[config.mk]
export PLATFORM = sky130hd
export DESIGN_NAME = sync_sum_frame_receiver_core
export DESIGN_NICKNAME = d
export VERILOG_FILES = /design/src/sv/ssfr_pkg.sv /design/src/sv/sync_sum_frame_receiver_core.sv /design/src/sv/ssfr_framer.sv
export SDC_FILE = /design/constraint.sdc
export NUM_CORES = 1
export LEC_CHECK = 0
export ABC_AREA = 1
export BUFFER_PORTS_ARGS = -buffer_cell sky130_fd_sc_hd__buf_2
export CORE_MARGIN = 3
export CORE_UTILIZATION = 40
export CTS_BUF_LIST = sky130_fd_sc_hd__clkbuf_2 sky130_fd_sc_hd__clkbuf_4 sky130_fd_sc_hd__clkbuf_8
export DETAILED_ROUTE_END_ITERATION = 16
export HOLD_SLACK_MARGIN = 0.06
export PLACE_DENSITY_LB_ADDON = 0.2
export SLEW_MARGIN = 0
export SYNTH_ARGS = -nofsm -noshare
export SYNTH_HDL_FRONTEND = slang
export SYNTH_HIERARCHICAL = 1
export SYNTH_SLANG_ARGS = --single-unit
[constraint.sdc]
create_clock -name i_clk -period 35.2 [get_ports i_clk]
set_clock_uncertainty 0.1 [all_clocks]
set_input_delay 5.28 -clock i_clk [delete_from_list [all_inputs] [get_ports i_clk]]
set_output_delay 5.28 -clock i_clk [all_outputs]
set_load 0.02 [all_outputs]
[src/sv/ssfr_pkg.sv]
// Shared types and constants for the sync-sum frame receiver.
package ssfr_pkg;

    // Frame layout: sync byte, payload bytes, checksum byte.
    localparam int unsigned PAYLOAD_LEN  = 20;
    localparam int unsigned NUM_WORDS    = PAYLOAD_LEN / 4;
    localparam int unsigned IDX_W        = $clog2(PAYLOAD_LEN + 1);
    localparam int unsigned SEQ_WORD_IDX = 3;

    // Configuration port geometry and reset values.
    localparam int unsigned CFG_IDX_W  = 1;
    localparam int unsigned CFG_DATA_W = 16;
    localparam logic [7:0]  SYNC_RESET    = 8'hAA;
    localparam logic [15:0] TIMEOUT_RESET = 16'd500;

    // Configuration register indexes.
    localparam logic [CFG_IDX_W-1:0] CFG_SYNC_VALUE    = 1'b0;
    localparam logic [CFG_IDX_W-1:0] CFG_TIMEOUT_TICKS = 1'b1;

    // Result status codes.
    typedef enum logic [1:0] {
        ST_GOOD     = 2'd0,
        ST_BAD_SUM  = 2'd1,
        ST_TIMEOUT  = 2'd2
    } t_status;

    // One result word as produced by the framer.
    typedef struct packed {
        t_status            status;
        logic signed [31:0] x_cmd;
        logic signed [31:0] y_cmd;
        logic signed [31:0] rot_cmd;
        logic signed [31:0] seq_word;
        logic signed [31:0] aux_word;
        logic               seq_skipped;
        logic signed [31:0] expected_seq;
    } t_result;

endpackage

[src/sv/sync_sum_frame_receiver_core.sv]
// Top level of the sync-sum frame receiver: input register, framer, result register.
// A word is held in the input register, and its result then in the result register.
// Throughput: one word per cycle while the result channel is not stalled; the framer handles each word in one pass.
// The input register and result register decouple the two handshakes.
// Reset is synchronous, active low; it clears control state and loads the
// register defaults. Payload bytes are not reset.
module sync_sum_frame_receiver_core (
    input  logic                                  i_clk,
    input  logic                                  i_rst_n,
    input  logic                                  i_cfg_we,
    input  logic [ssfr_pkg::CFG_IDX_W-1:0]        i_cfg_idx,
    input  logic [ssfr_pkg::CFG_DATA_W-1:0]       i_cfg_data,
    input  logic                                  i_in_valid,
    output logic                                  o_in_ready,
    input  logic                                  i_kind,
    input  logic [7:0]                            i_rx_byte,
    output logic                                  o_out_valid,
    input  logic                                  i_out_ready,
    output logic [1:0]                            o_status,
    output logic signed [31:0]                    o_x_cmd,
    output logic signed [31:0]                    o_y_cmd,
    output logic signed [31:0]                    o_rot_cmd,
    output logic signed [31:0]                    o_seq_word,
    output logic signed [31:0]                    o_aux_word,
    output logic                                  o_seq_skipped,
    output logic signed [31:0]                    o_expected_seq
);

    logic [7:0]         r_sync_value;
    logic [15:0]        r_timeout_ticks;
    logic               r_in_valid;
    logic               r_in_kind;
    logic [7:0]         r_in_byte;
    logic               r_out_valid;
    ssfr_pkg::t_result  r_out;
    logic               w_advance;
    logic               w_accept;
    logic               w_res_valid;
    ssfr_pkg::t_result  w_res;

    // Configuration registers.
    always_ff @(posedge i_clk) begin
        if (!i_rst_n) begin
            r_sync_value    <= ssfr_pkg::SYNC_RESET;
            r_timeout_ticks <= ssfr_pkg::TIMEOUT_RESET;
        end else if (i_cfg_we) begin
            unique case (i_cfg_idx)
                ssfr_pkg::CFG_SYNC_VALUE:    r_sync_value    <= i_cfg_data[7:0];
                ssfr_pkg::CFG_TIMEOUT_TICKS: r_timeout_ticks <= i_cfg_data[15:0];
                default: ;
            endcase
        end
    end

    // The held word moves on when the result register is free or being emptied.
    assign w_advance  = r_in_valid && (!r_out_valid || i_out_ready);
    assign o_in_ready = !r_in_valid || w_advance;
    assign w_accept   = i_in_valid && o_in_ready;

    // Input register.
    always_ff @(posedge i_clk) begin
        if (!i_rst_n) begin
            r_in_valid <= 1'b0;
        end else if (w_accept) begin
            r_in_valid <= 1'b1;
        end else if (w_advance) begin
            r_in_valid <= 1'b0;
        end
    end

    always_ff @(posedge i_clk) begin
        if (w_accept) begin
            r_in_kind <= i_kind;
            r_in_byte <= i_rx_byte;
        end
    end

    ssfr_framer u_framer (
        .i_clk           (i_clk),
        .i_rst_n         (i_rst_n),
        .i_step          (w_advance),
        .i_kind          (r_in_kind),
        .i_byte          (r_in_byte),
        .i_sync_value    (r_sync_value),
        .i_timeout_ticks (r_timeout_ticks),
        .o_res_valid     (w_res_valid),
        .o_res           (w_res)
    );

    // Result register.
    always_ff @(posedge i_clk) begin
        if (!i_rst_n) begin
            r_out_valid <= 1'b0;
        end else if (w_advance && w_res_valid) begin
            r_out_valid <= 1'b1;
        end else if (i_out_ready) begin
            r_out_valid <= 1'b0;
        end
    end

    always_ff @(posedge i_clk) begin
        if (w_advance && w_res_valid) begin
            r_out <= w_res;
        end
    end

    assign o_out_valid    = r_out_valid;
    assign o_status       = r_out.status;
    assign o_x_cmd        = r_out.x_cmd;
    assign o_y_cmd        = r_out.y_cmd;
    assign o_rot_cmd      = r_out.rot_cmd;
    assign o_seq_word     = r_out.seq_word;
    assign o_aux_word     = r_out.aux_word;
    assign o_seq_skipped  = r_out.seq_skipped;
    assign o_expected_seq = r_out.expected_seq;

`ifndef ASSERT_OFF
    // A timeout or checksum error never carries motion words.
    a_err_zero: assert property (@(posedge i_clk) disable iff (!i_rst_n)
        (o_out_valid && o_status != ssfr_pkg::ST_GOOD) |->
        (o_x_cmd == '0 && o_y_cmd == '0 && o_rot_cmd == '0 &&
         o_seq_word == '0 && o_aux_word == '0 && !o_seq_skipped))
        else $error("error result carries payload");

    // A held input word that cannot advance is kept.
    a_in_hold: assert property (@(posedge i_clk) disable iff (!i_rst_n)
        (r_in_valid && !w_advance) |=> r_in_valid)
        else $error("held input word lost");

    // Ready is low only while a word waits behind a stalled result.
    a_ready_low: assert property (@(posedge i_clk) disable iff (!i_rst_n)
        !o_in_ready |-> (r_in_valid && r_out_valid && !i_out_ready))
        else $error("input stalled without cause");

    // A stalled result is not overwritten.
    a_out_hold: assert property (@(posedge i_clk) disable iff (!i_rst_n)
        (o_out_valid && !i_out_ready) |=> (o_out_valid && $stable(o_expected_seq)))
        else $error("stalled result changed");
`endif

endmodule

[src/sv/ssfr_framer.sv]
// Frame state machine, payload shift register, checksum and sequence tracking.
module ssfr_framer (
    input  logic                 i_clk,
    input  logic                 i_rst_n,
    input  logic                 i_step,
    input  logic                 i_kind,
    input  logic [7:0]           i_byte,
    input  logic [7:0]           i_sync_value,
    input  logic [15:0]          i_timeout_ticks,
    output logic                 o_res_valid,
    output ssfr_pkg::t_result    o_res
);

    typedef enum logic [1:0] {
        PH_HUNT = 2'd0,
        PH_DATA = 2'd1,
        PH_SUM  = 2'd2
    } t_phase;

    localparam int unsigned PL = ssfr_pkg::PAYLOAD_LEN;
    localparam int unsigned IW = ssfr_pkg::IDX_W;
    localparam int unsigned NW = ssfr_pkg::NUM_WORDS;

    t_phase          r_phase, n_phase;
    logic [IW-1:0]   r_idx, n_idx;
    logic [7:0]      r_sum, n_sum;
    logic [31:0]     r_last_seq, n_last_seq;
    logic [31:0]     r_exp_seq, n_exp_seq;
    logic [15:0]     r_idle, n_idle;
    logic            r_to_rep, n_to_rep;
    logic [7:0]      r_pay [PL];
    logic            w_shift;
    logic [31:0]     w_words [NW];

    // Assemble the little-endian payload words from the shift register.
    always_comb begin
        for (int j = 0; j < NW; j++) begin
            w_words[j] = {r_pay[4*j+3], r_pay[4*j+2], r_pay[4*j+1], r_pay[4*j]};
        end
    end

    // Next-state and result logic for one word.
    always_comb begin
        n_phase    = r_phase;
        n_idx      = r_idx;
        n_sum      = r_sum;
        n_last_seq = r_last_seq;
        n_exp_seq  = r_exp_seq;
        n_idle     = r_idle;
        n_to_rep   = r_to_rep;
        w_shift    = 1'b0;
        o_res_valid = 1'b0;
        o_res              = '0;
        o_res.expected_seq = r_exp_seq;
        if (i_step) begin
            if (i_kind) begin
                // Tick: count idle time and report one timeout.
                if (!r_to_rep) begin
                    if (r_idle != 16'hFFFF) begin
                        n_idle = r_idle + 16'd1;
                    end
                    if (n_idle >= i_timeout_ticks) begin
                        n_to_rep     = 1'b1;
                        o_res_valid  = 1'b1;
                        o_res.status = ssfr_pkg::ST_TIMEOUT;
                    end
                end
            end else begin
                n_idle   = '0;
                n_to_rep = 1'b0;
                unique case (r_phase)
                    PH_HUNT: begin
                        if (i_byte == i_sync_value) begin
                            n_sum   = i_byte;
                            n_idx   = '0;
                            n_phase = PH_DATA;
                        end
                    end
                    PH_DATA: begin
                        w_shift = 1'b1;
                        n_sum   = r_sum + i_byte;
                        n_idx   = r_idx + IW'(1);
                        if (r_idx == IW'(PL - 1)) begin
                            n_phase = PH_SUM;
                        end
                    end
                    PH_SUM: begin
                        n_phase     = PH_HUNT;
                        n_idx       = '0;
                        o_res_valid = 1'b1;
                        if (i_byte == r_sum) begin
                            o_res.status   = ssfr_pkg::ST_GOOD;
                            o_res.x_cmd    = w_words[0];
                            o_res.y_cmd    = w_words[1];
                            o_res.rot_cmd  = w_words[2];
                            o_res.seq_word = w_words[ssfr_pkg::SEQ_WORD_IDX];
                            o_res.aux_word = w_words[4];
                            o_res.seq_skipped = (r_last_seq != '0) &&
                                (w_words[ssfr_pkg::SEQ_WORD_IDX] != r_exp_seq);
                            n_last_seq = w_words[ssfr_pkg::SEQ_WORD_IDX];
                            n_exp_seq  = w_words[ssfr_pkg::SEQ_WORD_IDX] + 32'd1;
                        end else begin
                            o_res.status = ssfr_pkg::ST_BAD_SUM;
                        end
                    end
                    default: begin
                        n_phase = PH_HUNT;
                        n_idx   = '0;
                    end
                endcase
            end
        end
    end

    // Control state.
    always_ff @(posedge i_clk) begin
        if (!i_rst_n) begin
            r_phase    <= PH_HUNT;
            r_idx      <= '0;
            r_sum      <= '0;
            r_last_seq <= '0;
            r_exp_seq  <= 32'd1;
            r_idle     <= '0;
            r_to_rep   <= 1'b0;
        end else begin
            r_phase    <= n_phase;
            r_idx      <= n_idx;
            r_sum      <= n_sum;
            r_last_seq <= n_last_seq;
            r_exp_seq  <= n_exp_seq;
            r_idle     <= n_idle;
            r_to_rep   <= n_to_rep;
        end
    end

    // Payload bytes shift in at the top; the first byte ends up at entry zero.
    always_ff @(posedge i_clk) begin
        if (w_shift) begin
            for (int i = 0; i < PL - 1; i++) begin
                r_pay[i] <= r_pay[i+1];
            end
            r_pay[PL-1] <= i_byte;
        end
    end

endmodule

==> impl_metrics.csv, run 1 <==
group,metric,value,unit
pwr,p_total,1.14,mW
floorplanning,ioPinCount,228,
pwr,swShare,21.3,%
cells_and_area,n_antenna_cell,0,
route,drt-pass1-iter-count,5,
grt,grtUsageTotal,17.0,%
logic_synthesis,seq_area_frac_synth,69.2,%
pwr,p_clk_share,44.7,%
logic_synthesis,synth_edf_count,364,
sta,fin_tns_setup,0,ns
route,vias,12800,
pwr,combPwrFrac,1.5,%
critical_path,cp-end-kind,"output port",
cts,ctsHoldBuffers,0,
route,wl,43400,um
cts,clk_transition_reported_paths,0.06,ns
logic_synthesis,netlist_instances,1780,
logic_synthesis,synth.distinct_cells,41,
cells_and_area,area_delta_synth_final,17.7,%
cells_and_area,design_area,0.0227,sq mm
sta,period_share,31.5,%
floorplanning,die_y,226,um
logic_synthesis,syn-num-nets,1838,
sta,worst_slew_pin_slew,1.34,ns
logic_synthesis,synthAdderAreaFrac,1.79,%
min_path,hold_end,"u_framer/r_pay[1][10]",
logic_synthesis,ys_seq_elements,486,
logic_synthesis,ys_async_sr_fraction,0,%
critical_path,worstReg2RegEnd,"o_seq_word[26]",
placed_design,postPlaceCellArea,0.0211,sq mm
critical_path,crit_top_cell,"buf_2",
cts,htreeDepth,3,
grt,grt_pass1_wl,67400,um
pwr,power_density,50.2,mW/mm^2
grt,grt_max_degree,196,
placed_design,dp_cells,2573,
pwr,p_sw,0.243,mW
run,maxCapViolations,0,
floorplanning,rows,79,
critical_path,worst_path_max_delay_cell,"buf_2",
route,ant_nets,0,
logic_synthesis,synth_area_leader_cell,"edfxtp_1",
cells_and_area,top_register,"u_framer/r_pay",
pwr,p_leak,10.0,nW
floorplanning,die_area,0.0510,sq mm
critical_path,reg2reg_slack,30.77,ns
logic_synthesis,synthesis.area,0.0193,sq mm
floorplanning,start_util,41.0,%
sta,fin_crit,11.09,ns
logic_synthesis,synth_compound_area_share,4.11,%
min_path,hold_path.class,"flip-flop to flip-flop",
logic_synthesis,ys_top_cells_by_count,"edfxtp_1, nand2_1, inv_1",
pwr,intPower,0.899,mW
placed_design,dp_hpwl,29100,um
logic_synthesis,synth.avg_cell_area,10.9,sq um
placed_design,routabilityCongestion,0.862,
grt,grt_overflow,0,
cells_and_area,utilization,48.2,%
grt,grt_pass1_vias,12400,
cts,cts_tree,"yes",
critical_path,required,29.82,ns
status,status,"finished clean",
critical_path,cp-start-kind,"input pin",
critical_path,slowest_delay,0.18,ns
logic_synthesis,synth.most_common_cell,"edfxtp_1",
sta,finalHoldViolCount,0,
logic_synthesis,yosys.area_share.simple,15.6,%
cells_and_area,drive_gt1_share,18.4,%
logic_synthesis,yosysWarnings,6,
cts,cts_buffers,81,
cts,ctsResizeCount,0,
sta,timing.final.max_slew_violations,0,
sta,clock.fmax,0.0901,GHz
route,dr.first_iter.drc_count,870,
floorplanning,fp.dieW,226,um
logic_synthesis,synth_top_cell_area_share,56.6,%
cts,cts.sinks,486,
route,drc,0,
sta,setup_violations,0,
pwr,pwr-share-seq,53.8,%
critical_path,worstRegToRegCells,20,
logic_synthesis,synthFlopType,"edfxtp_1",
logic_synthesis,synth_xor_area_share,2.53,%
cts,post-cts-setup-buffer-count,0,
route,viasPerCell,4.70,
critical_path,crit_fanout,3,
critical_path,worstSetupPathType,"input pin to output port",
critical_path,crit_buf_inv,3,
placed_design,io_buffers,227,
min_path,hold_depth,0,
logic_synthesis,synthTopCellsByArea,"edfxtp_1, dfxtp_1, nand2_1, inv_1, nor2_1",
cells_and_area,largest_reg_flops,160,
cells_and_area,stdcell_count,2724,
route,routedWlPerCell,15.9,um
grt,antenna_found_initial,0,
min_path,hp-start,"u_framer/r_pay[1][18]",
cts,insertion_delay,0.66,ns
critical_path,crit_family,"buffers and inverters",
floorplanning,core,0.0471,sq mm
cts,root_buffer,"clkbuf_8",
cts,clk_path_buf_depth,3,
critical_path,arrival,5.71,ns
cells_and_area,layout.nets,2107,
critical_path,r2r_start,"u_framer/r_idle[0]",
sta,rsz0062_at_grt,"no",
logic_synthesis,synth.area.mux_share,0,%
pwr,vdd_ir_drop_max,0.0238,mV
logic_synthesis,synth_top_family_by_area,"simple AND/OR/NAND/NOR gates",
sta,slew-limit-headroom,10.7,%
critical_path,cp_cell_sequence,"buf_2 > inv_1 > nand3_1 > buf_2",
==> worst max path at each step <==
stage | slack, ns | depth (start not counted) | from | endpoint
floorplan | 20.28 | 10 | i_out_ready | o_aux_word[0]
global placement | 24.12 | 4 | i_out_ready | o_in_ready
detailed placement | 24.12 | 4 | i_out_ready | o_in_ready
CTS | 24.11 | 4 | i_out_ready | o_in_ready
global route | 24.06 | 4 | i_out_ready | o_in_ready
finish | 24.11 | 4 | i_out_ready | o_in_ready
==> power by group through the flow <==
| stage | Clock, mW | Combinational (mW) | Sequential, mW |
|---|---|---|---|
| 3_3_place_gp | 0 | 0.0174 | 0.626 |
| 2_1_floorplan | 0 | 0.0129 | 0.625 |
| 5_1_grt | 0.553 | 0.0206 | 0.614 |
| 3_5_place_dp | 0 | 0.0178 | 0.626 |
| 6_report | 0.510 | 0.0177 | 0.614 |
| 4_1_cts | 0.527 | 0.0178 | 0.614 |
==> kinds of logic (layout without fill, tap and decap cells) <==
logic type | count (synthesis) | in the layout
XOR/XNOR | 55 | 55
AND/OR/NAND/NOR | 730 | 730
buffers and inverters | 328 | 665
adder cells (fa/ha/maj) | 27 | 27
AO/OA/AOI/OAI | 154 | 154
flip-flops | 486 | 486
==> routing by layer <==
metal	vias up	track usage [%]	share of wire [%]
met5	-	0	0
met4	0	5.41	2.2
met3	76	4.71	6.5
met2	315	27.4	47
met1	6036	22.2	44
li1	6377	-	-
==> area by class of cell <==
class / count / area (sq um)
Sequential cell: 486 / 13400
Inverter: 281 / 1060
Multi-Input combinational cell: 966 / 4660
Fill cell: 4329 / 24400
Clock buffer: 111 / 1390
Tap cell: 607 / 759
Clock inverter: 40 / 294
Timing Repair Buffer: 233 / 1210
==> through the flow <==
stage	hold slack [ns]	worst slack, ns
2_1_floorplan	0.321	20.28
3_3_place_gp	0.328	24.12
3_5_place_dp	0.332	24.12
4_1_cts	0.334	24.11
5_1_grt	0.344	24.06
6_report	0.336	24.11
==> worst reg2reg max path, delay by kind of cell, from the launching register on <==
family	cells	cell delay, ns
buffers and inverters	2	0.62
AND/OR/NAND/NOR	15	1.65
adder cells (fa/ha/maj)	2	0.58
flip-flops	1	0.47
AO/OA/AOI/OAI	1	0.17
==> placed cells by master (no fill, tap or decap), types with 2 or more instances in the layout <==
cell type / instances
ha_1: 26
nand3b_1: 2
nand4_1: 22
inv_1: 277
clkbuf_4: 22
xor2_1: 23
nor3_2: 3
nor2_4: 4
nand2_2: 3
o22ai_1: 2
nand3_1: 60
dfxtp_1: 122
buf_2: 227
o21ai_1: 3
clkbuf_8: 89
clkinv_2: 12
xnor2_1: 31
buf_4: 4
nand2_1: 336
inv_8: 4
nor3_1: 23
and2_1: 2
a21boi_0: 2
edfxtp_1: 364
buf_12: 2
nor2_1: 257
or2_2: 2
nor4_1: 8
a21oi_1: 103
o21ai_0: 40
inv_2: 3
nor2_2: 4
clkinv_1: 18
clkinvlp_4: 2
bufinv_16: 3
Power figures use the tool's default switching activity.
==> run 2: changes to the inputs <==
clock period = 10.3 ns   (was 35.2 ns; I/O delays follow)
==> run 2 against run 1 <==
- routed wire length up 1.5%
- combinational power increased to 3.4 times the previous value
- critical path depth grew 17
- sequential share of layout area is 0.10 points lower
- die area unchanged
- core utilization is 0.085 points higher
- clock power rose to 3.5 times the previous value
- total power rose to 3.4 times the previous value
- critical path type is now flip-flop to flip-flop
- largest cell class unchanged
- largest power group unchanged
==> impl_metrics.csv, run 2 (synthesis results as in run 1) <==
group,metric,value,unit
route,ant_nets,0,
cells_and_area,drive_gt1_share,19.0,%
floorplanning,die_y,226,um
placed_design,dp_cells,2575,
grt,grt_max_degree,164,
floorplanning,core,0.0471,sq mm
floorplanning,rows,79,
run,maxCapViolations,0,
grt,grt_overflow,0,
grt,grt_use_met2,27.7,%
cells_and_area,layout_commonest_cell,"edfxtp_1",
route,wl,44100,um
cts,ctsResizeCount,0,
pwr,p_total,3.94,mW
cells_and_area,final_cell_mix,"edfxtp_1, nand2_1, inv_1",
placed_design,dp_hpwl,29800,um
critical_path,crit_fanout,70,
cts,cts.sinks,486,
pwr,vdd_ir_drop_max,0.0924,mV
cts,clk_path_buf_depth,3,
grt,antenna_found_initial,0,
route,drt-pass1-iter-count,5,
pwr,p_leak,10.1,nW
floorplanning,ioPinCount,228,
route,dr.first_iter.drc_count,844,
grt,grt_pass1_vias,12600,
cells_and_area,largest_reg_flops,160,
grt,busiest_layer,"met2",
cts,post-cts-setup-buffer-count,0,
critical_path,cp-end-kind,"flip-flop",
sta,clock.fmax,0.186,GHz
sta,rsz0062_at_grt,"no",
placed_design,io_buffers,227,
sta,setup_violations,0,
status,status,"finished clean",
cts,htreeDepth,3,
route,viasPerCell,4.72,
cts,root_buffer,"clkbuf_8",
min_path,hold_path.class,"flip-flop to flip-flop",
sta,timing.final.max_slew_violations,0,
cts,clk_transition_reported_paths,0.06,ns
critical_path,worstSetupPathType,"flip-flop to flip-flop",
grt,grt_pass1_wl,68100,um
sta,fin_tns_setup,0,ns
critical_path,cp-start-kind,"flip-flop",
cts,cts_tree,"yes",
sta,period_share,52.1,%
critical_path,required,10.44,ns
floorplanning,start_util,41.0,%
grt,grtUsageTotal,17.1,%
floorplanning,die_area,0.0510,sq mm
cells_and_area,layout.nets,2110,
grt,grtUsageMet1,22.5,%
sta,fin_crit,5.37,ns
cts,cts_buffers,82,
sta,worst_slew_pin_slew,1.28,ns
floorplanning,fp.dieW,226,um
sta,slew-limit-headroom,14.1,%
grt,grt_use_met3,4.16,%
route,vias,12900,
route,routedWlPerCell,16.2,um
pwr,power_density,173,mW/mm^2
cells_and_area,area_delta_synth_final,17.9,%
route,drc,0,
cts,ctsHoldBuffers,0,
sta,finalHoldViolCount,0,
cells_and_area,top_register,"u_framer/r_pay",
critical_path,arrival,5.51,ns
cells_and_area,stdcell_count,2728,
cts,insertion_delay,0.64,ns
placed_design,routabilityCongestion,0.886,
==> run 2: final timing paths <==
kind                         startpoint                   end  slack [ns]  depth (start not counted)
hold / removal    u_framer/r_pay[4][17]  u_framer/r_pay[4][9]        0.34                          0
setup reg to reg     u_framer/r_idle[0]         o_seq_word[6]        4.93                         21
hold reg to reg   u_framer/r_pay[4][17]  u_framer/r_pay[4][9]        0.34                          0
setup / recovery     u_framer/r_idle[0]         o_seq_word[6]        4.93                         21
==> run 2: area by class of cell <==
cell class	instances	area (sq um)
fill	4322	24400
antenna	1	2.50
multi-input combinational	966	4660
clock buffer	130	1550
sequential	486	13400
timing repair buffer	235	1210
tap	607	759
inverter	281	1060
clock inverter	22	168
==> run 2: where the power goes <==
part           total, mW  internal, mW  switching [mW]
logic             0.0608        0.0219          0.0389
clock network       1.78          1.01           0.767
registers           2.10          2.09         0.00949
total               3.94          3.12           0.816
==> run 2: worst max-delay path, cell delays in order (launching register included) <==
cell	delay (ns)
dfxtp_1	0.47
ha_1	0.28
nand3_2	0.12
nor3_2	0.22
nand2_2	0.12
nor2_4	0.16
nand2_2	0.18
nand2_1	0.12
nand2_1	0.07
ha_1	0.27
nand4_1	0.09
nor2_1	0.11
nor2_1	0.05
nand2_1	0.07
nand2_1	0.05
nand2_1	0.08
nand2_1	0.09
o21ai_0	0.14
inv_1	0.10
nor2_4	0.66
buf_4	0.57
buf_4	0.78
==> run 2: per-layer routing <==
layer  vias to the layer above  routed length [um]
li1                       6374                   -
met2                       339               20700
met4                         0                 859
met3                        73                2800
met5                         -                   0
met1                      6089               19700
==> run 2: metrics by stage <==
stage	utilization, %	hold WS, ns	cell area, sq um	worst slack (ns)
2_1_floorplan	-	0.321	19300	0.813
3_3_place_gp	44.7	0.330	21100	4.92
3_5_place_dp	44.7	0.332	21100	4.85
4_1_cts	48.3	0.338	22800	4.78
5_1_grt	48.3	0.355	22800	4.44
6_report	48.3	0.336	22800	4.93
